--- src/sv/sqvs_pkg.sv ---
// Shared types, constants and tables for the sprite quad vertex setup block.
`timescale 1ns / 1ps

package sqvs_pkg;

   // angle resolution: low ANGLE_BITS bits of angle_turns are one full turn
   localparam int ANGLE_BITS   = 16;
   localparam int CORDIC_STEPS = 16;
   localparam int CORDIC_W     = 34;
   localparam logic signed [CORDIC_W-1:0] CORDIC_GAIN = 34'sd652032874;
   localparam logic [31:0] ANGLE_MASK  = 32'((64'd1 << ANGLE_BITS) - 64'd1);
   localparam int          ANGLE_SHIFT = 32 - ANGLE_BITS;

   // restoring divider steps, one quotient bit per stage
   localparam int DIV_STEPS = 32;
   localparam int DIV_NUM_W = 35;
   localparam int DIV_DEN_W = 16;

   localparam int QUEUE_DEPTH = 4;
   localparam int QUEUE_AW    = $clog2(QUEUE_DEPTH);

   localparam int CSR_IDX_W  = 3;
   localparam int CSR_DATA_W = 14;

   typedef enum logic [CSR_IDX_W-1:0] {
      CSR_SCREEN_WIDTH   = 3'd0,
      CSR_SCREEN_HEIGHT  = 3'd1,
      CSR_TEXTURE_ENABLE = 3'd2,
      CSR_TEXTURE_WIDTH  = 3'd3,
      CSR_TEXTURE_HEIGHT = 3'd4
   } csr_index_type;

   typedef struct packed {
      logic signed [15:0] dest_x;
      logic signed [15:0] dest_y;
      logic signed [15:0] dest_w;
      logic signed [15:0] dest_h;
      logic [15:0]        src_x;
      logic [15:0]        src_y;
      logic [15:0]        src_w;
      logic [15:0]        src_h;
      logic [15:0]        angle_turns;
   } req_type;

   typedef struct packed {
      logic [1:0]         corner;
      logic signed [15:0] ndc_x;
      logic signed [15:0] ndc_y;
      logic [31:0]        tex_u;
      logic [31:0]        tex_v;
      logic               last;
   } rsp_type;

   // one sprite after trig setup, as held in the queue
   typedef struct packed {
      logic signed [15:0] sin_q;
      logic signed [15:0] cos_q;
      logic signed [17:0] cx2;
      logic signed [17:0] cy2;
      logic signed [15:0] dw;
      logic signed [15:0] dh;
      logic [15:0]        sx;
      logic [15:0]        sy;
      logic [15:0]        sw;
      logic [15:0]        sh;
   } sprite_type;

   // configuration as seen by the vertex datapath (zero sizes already made one)
   typedef struct packed {
      logic [13:0] w_eff;
      logic [13:0] h_eff;
      logic [15:0] w4;
      logic [15:0] h4;
      logic [30:0] xbias;
      logic [30:0] ybias;
      logic        tex_en;
      logic [13:0] tw_eff;
      logic [13:0] th_eff;
   } cfg_type;

   function automatic logic signed [CORDIC_W-1:0] atan_step(input int i);
      logic signed [CORDIC_W-1:0] r;
      case (i)
         0:       r = 34'sd536870912;
         1:       r = 34'sd316933406;
         2:       r = 34'sd167458907;
         3:       r = 34'sd85004756;
         4:       r = 34'sd42667331;
         5:       r = 34'sd21354465;
         6:       r = 34'sd10679838;
         7:       r = 34'sd5340245;
         8:       r = 34'sd2670163;
         9:       r = 34'sd1335087;
         10:      r = 34'sd667544;
         11:      r = 34'sd333772;
         12:      r = 34'sd166886;
         13:      r = 34'sd83443;
         14:      r = 34'sd41722;
         15:      r = 34'sd20861;
         default: r = '0;
      endcase
      return r;
   endfunction

endpackage

--- src/sv/sqvs_queue.sv ---
// Sprite queue between front end and vertex datapath.
`timescale 1ns / 1ps

module sqvs_queue (
   input  logic                 clock,
   input  logic                 reset,
   input  logic                 push,
   input  sqvs_pkg::sprite_type push_data,
   output logic                 full,
   input  logic                 pop,
   output logic                 head_valid,
   output sqvs_pkg::sprite_type head_data
);
   import sqvs_pkg::*;

   sprite_type            mem_ff [QUEUE_DEPTH];
   logic [QUEUE_AW-1:0]   wr_ptr_ff, rd_ptr_ff;
   logic [QUEUE_AW:0]     count_ff;

   assign full       = (count_ff == (QUEUE_AW+1)'(QUEUE_DEPTH));
   assign head_valid = (count_ff != '0);
   assign head_data  = mem_ff[rd_ptr_ff];

   always_ff @(posedge clock) begin
      if (push) begin
         mem_ff[wr_ptr_ff] <= push_data;
      end
   end

   always_ff @(posedge clock) begin
      if (reset) begin
         wr_ptr_ff <= '0;
         rd_ptr_ff <= '0;
         count_ff  <= '0;
      end else begin
         if (push) wr_ptr_ff <= wr_ptr_ff + 1'b1;
         if (pop)  rd_ptr_ff <= rd_ptr_ff + 1'b1;
         case ({push, pop})
            2'b10:   count_ff <= count_ff + 1'b1;
            2'b01:   count_ff <= count_ff - 1'b1;
            default: count_ff <= count_ff;
         endcase
      end
   end

endmodule

--- config.mk ---
export PLATFORM = sky130hd
export DESIGN_NAME = sqvs_queue
export DESIGN_NICKNAME = d
export VERILOG_FILES = /design/src/sv/sqvs_pkg.sv /design/src/sv/sqvs_queue.sv
export SDC_FILE = /design/constraint.sdc
export NUM_CORES = 1
export LEC_CHECK = 0
export BUFFER_PORTS_ARGS = -buffer_cell sky130_fd_sc_hd__buf_2
export CAP_MARGIN = 20
export CORE_MARGIN = 1.5
export CORE_UTILIZATION = 50
export CTS_CLUSTER_SIZE = 24
export DETAILED_ROUTE_END_ITERATION = 16
export PLACE_DENSITY_LB_ADDON = 0.25
export SYNTH_ARGS = -nofsm -noshare
export SYNTH_HDL_FRONTEND = slang
export SYNTH_SLANG_ARGS = --single-unit
--- constraint.sdc ---
create_clock -name clock -period 7.2 [get_ports clock]
set_input_delay 0.36 -clock clock [delete_from_list [all_inputs] [get_ports clock]]
set_output_delay 0.36 -clock clock [all_outputs]
set_load 0.05 [all_outputs]
== Yosys cells after proc, flatten, opt, wreduce, memory -nomap -nowiden ==
Memories as Yosys holds them, arrays and structs flattened. A register that Yosys moved wholly into a read port is not among the register bits.
Cells that the tools add are included.

* Memories kept: 1
* Word-level logic and storage cells: 18
* RAM bits: 656
* Output and inout port bits: 166
* Register bits: 7
* Input bits: 168

* Reductions and logical operators: 2
* $add $sub $neg: 4
* Muxes and demuxes: 5
* Equal/unequal tests: 3

{| class="wikitable"
|+ Memories
! memory !! depth !! width !! rd ports !! clocked after memory_dff !! wr ports !! line !! source
|-
| mem_ff || 4 || 164 || 1 || 1 || 1 || sqvs_queue.sv:16 || <nowiki>sprite_type mem_ff [QUEUE_DEPTH];</nowiki>
|}

{| class="wikitable"
|+ Operators with widths
! operator !! number
|-
| $pmux 3 s2 || 1
|-
| $add 2x1->2 const B || 2
|-
| $mux 2 || 2
|-
| $add 3x1->3 const B || 1
|-
| $eq 3x3->1 const B || 1
|-
| $reduce_bool 3->1 || 1
|-
| $sub 3x1->3 const B || 1
|-
| $eq 2x1->1 const B || 1
|-
| $eq 2x2->1 const B || 1
|-
| $mux 1 || 2
|-
| $reduce_bool 2->1 || 1
|}

== Depth between registers and ports, before layout ==
* Depth after elaboration: 3
* Gate-level depth with buffers: 7
* Gate-level depth less buffers: 7

== Worst setup path after synthesis ==
No wires, ideal clock.

* Path type: register -> register
* From: reg wr_ptr_ff[0]
* To: mem mem_ff[0][0] (netlist name), enable pin
* Period minus slack after synthesis: 4829 ps
* Path buffers: 0
* Path slack: 2371 ps
* Required time: 6657 ps
* Stages on the path, launching flop included: 4
* Arrival: 4286 ps
* Cells stage by stage: dfxtp_1 > inv_1 > ha_1 > and2_1

{| class="wikitable"
|+ RTL lines
! what !! line !! source
|-
| start: declaration || sqvs_queue.sv:17 || <nowiki>logic [QUEUE_AW-1:0] wr_ptr_ff, rd_ptr_ff;</nowiki>
|-
| start signal: assignment || sqvs_queue.sv:36 || <nowiki>if (push) wr_ptr_ff <= wr_ptr_ff + 1'b1;</nowiki>
|-
| end: declaration || sqvs_queue.sv:16 ||
|}

No word-level cell before the write port.

==> key figures <==
Pwr
  • Clock power share: 35.5%
  • Peak supply drop: 0.243 mV
  • Sequential power share: 50.2%
  • PwrDens: 299 nW/um^2
  • Net switching power: 2.27 mW
  • Logic gate share of total power: 14.3%
  • Power, Total: 8.99 mW
  • Int Pwr: 6.72 mW
  • LEAKAGE: 10.2 nW
  • Switching part of the total power: 25.3%

Finish
  • Layout cells sized above 1: 40.2%
  • NumNets Final: 1618
  • Area Growth Syn to Fin: 24.9%

Synth
  • Mapped Cells: 903
  • Top-count cell post-synth: edfxtp_1
  • Yosys top cell area share: 81.8%
  • Syn Nets: 1077
  • Yosys warns: 0
  • Seq/Total Area, Yosys: 82.6%
  • Syn Area/Cell: 26.7 um^2
  • Async SR Flop Fraction: 0%
  • Cell variety after synth: 20
  • Synth area leader: edfxtp_1
  • Synth top area cells: edfxtp_1 82%, mux4_2 15%, dfxtp_1 0.75%
  • EDFF count, synth: 656
  • Top FF cell, synth: edfxtp_1
  • Number of synthesized register bits: 665
  • Commonest cells post-synth: 656 x edfxtp_1, 164 x mux4_2, 17 x buf_2
  • Mapped Area: 24100 um^2

Routing
  • DR iter-0 viols: 553
  • Drt pass-1 iters: 4
  • Vias per Instance: 5.41
  • Wirelength per Cell: 22.2 um
  • ANT nets after route: 0
  • DRT Wirelength: 46800 um
  • DRC: 0
  • Via count: 11422

STA
  • Slew margin rel.: 29.6%
  • Tcrit/Tclk final: 49.7%
  • Max Fclk: 279 MHz
  • Final Max Tran Viols: 0
  • Final hold viol count: 0
  • Final setup TNS: 0 ns
  • Post-route setup slack: 3.62 ns
  • Unrepaired setup endpoints after global routing: no
  • Clk_skew: 0.00936 ns
  • Slew @ Worst Pin: 1.06 ns
  • Final setup fails: 0
  • Final min period: 3.58 ns

CTS
  • Cts hold-fix bufs: 164
  • Clock Tree Buf Depth: 3
  • Worst-Skew Late Latency: 0.58 ns
  • CTS clk-pin slew, worst paths: 0.06 ns
  • CTS root buf: clkbuf_16
  • Clock buffer count from CTS: 67
  • TritonCTS clock tree: built
  • Setup bufs post-CTS: 0
  • Clk sinks: 665
  • H-Tree Depth: 3
  • Cells resized by post-CTS repair: 0

Setup path
  • CP required: 6.84 ns
  • Crit Path Class: reg -> out
  • Maximum fanout along the worst path: 46
  • CP Data Arrival Time: 3.22 ns
  • CP Launch Type: register
  • Crit path capture type: output port

Global route
  • GR Overflow Total: 0
  • Initial antenna violation count: 4
  • Largest net degree at the start of global routing: 81
  • GRT Total Usage: 19.3%
  • First-pass GRT wire length: 71300 um
  • Vias in the first global route: 12434

Floorplanning
  • Initial Util: 50.5%
  • Die ar.: 49500 um^2
  • Die X: 222 um
  • Core Area: 47600 um^2
  • Cell Rows: 80
  • Io pins: 334
  • Height of the die: 222 um

Place
  • PortBufs: 333
  • Pre-CTS WS: 4.06 ns
  • Placer congestion estimate: 0.735
  • Final HPWL from detailed placement: 26500 um

Hold path
  • Hold WC Path Type: in -> reg

Job
  • Max-cap violations: 0

Status
  • Status: completed
layout by cell type (no fill, tap or decap):
cell	n
clkinv_4	1
buf_2	333
dfxtp_1	7
mux2i_1	1
nand2_1	1
clkbuf_16	71
xnor2_1	2
clkbuf_1	21
o21ai_0	1
inv_1	6
and3_1	1
inv_6	1
clkinv_1	13
buf_4	11
a21oi_1	2
xor2_1	3
buf_12	1
dlygate4sd3_1	164
mux4_2	164
clkinv_2	9
diode_2	3
edfxtp_1	656
and2_4	4
dfxtp_4	2
ha_1	5
clkbuf_8	2
bufinv_16	1
fa_1	1
or3_1	2
nor2_1	8
power by group through the flow:
stage          Sequential [mW]  Combinational [mW]  Clock [mW]
2_1_floorplan             4.58               0.932           0
3_3_place_gp              4.59                1.21           0
3_5_place_dp              4.60                1.22           0
4_1_cts                   4.52                1.30        3.27
5_1_grt                   4.53                1.35        3.41
6_report                  4.51                1.28        3.19
sequential cells by signal, summed over array words and instances (netlist names), named ones only:
signal,cells
rd_ptr_ff,2
count_ff,3
mem_ff,656
wr_ptr_ff,2
per-layer routing:
layer / wire length [um] / share of wire, % / vias up / track usage [%]
met5: 11 / 0.023 / - / 0
met4: 993 / 2.1 / 2 / 5.64
met3: 3600 / 7.7 / 74 / 6.45
met2: 23400 / 50 / 364 / 32.2
met1: 18800 / 40 / 5974 / 24.4
li1: - / - / 5008 / -
critical path, stage by stage, from the launching register on:
cell and delay (ns):
dfxtp_4 0.89, buf_4 0.84, mux4_2 0.61, buf_2 0.23
cells by family (layout without fill, tap and decap cells):
group | Yosys count | after routing | share of synthesized area, %
AND/OR/NAND/NOR | 16 | 16 | 0.322
multiplexers | 165 | 165 | 15.4
adder cells (fa/ha/maj) | 6 | 6 | 0.343
buffers and inverters | 43 | 634 | 1.12
XOR/XNOR | 5 | 5 | 0.182
other | 0 | 3 | 0
flip-flops | 665 | 665 | 82.6
AO/OA/AOI/OAI | 3 | 3 | 0.0624
worst paths after layout:
kind,startpoint,end,slack [ns],cells past startpoint
min,reset,count_ff[2],0.07,2
max,register,head_data[26],3.62,3
max reg2reg,wr_ptr_ff[0],mem_ff[2][157],4.66,4
min reg2reg,count_ff[2],count_ff[2],0.52,2
final cells by class:
class	count	area, um^2
antenna	3	7.51
clock buffer	94	1880
inverter	6	22.5
fill	3250	17600
timing repair buffer	509	3410
sequential	665	19900
multi-input combinational	195	3930
tap	615	769
clock inverter	25	141
stage by stage:
step	utilization [%]	cell area [um^2]	instances	hold slack [ns]
floorplan	-	24100	903	0.459
global placement	55.4	26400	1826	0.489
detailed placement	55.4	26400	1826	0.496
CTS	63.1	30000	2109	0.0242
global route	63.1	30100	2112	0.0496
finish	63.1	30100	2112	0.0674
No activity file was read; power rests on OpenSTA's default activity.
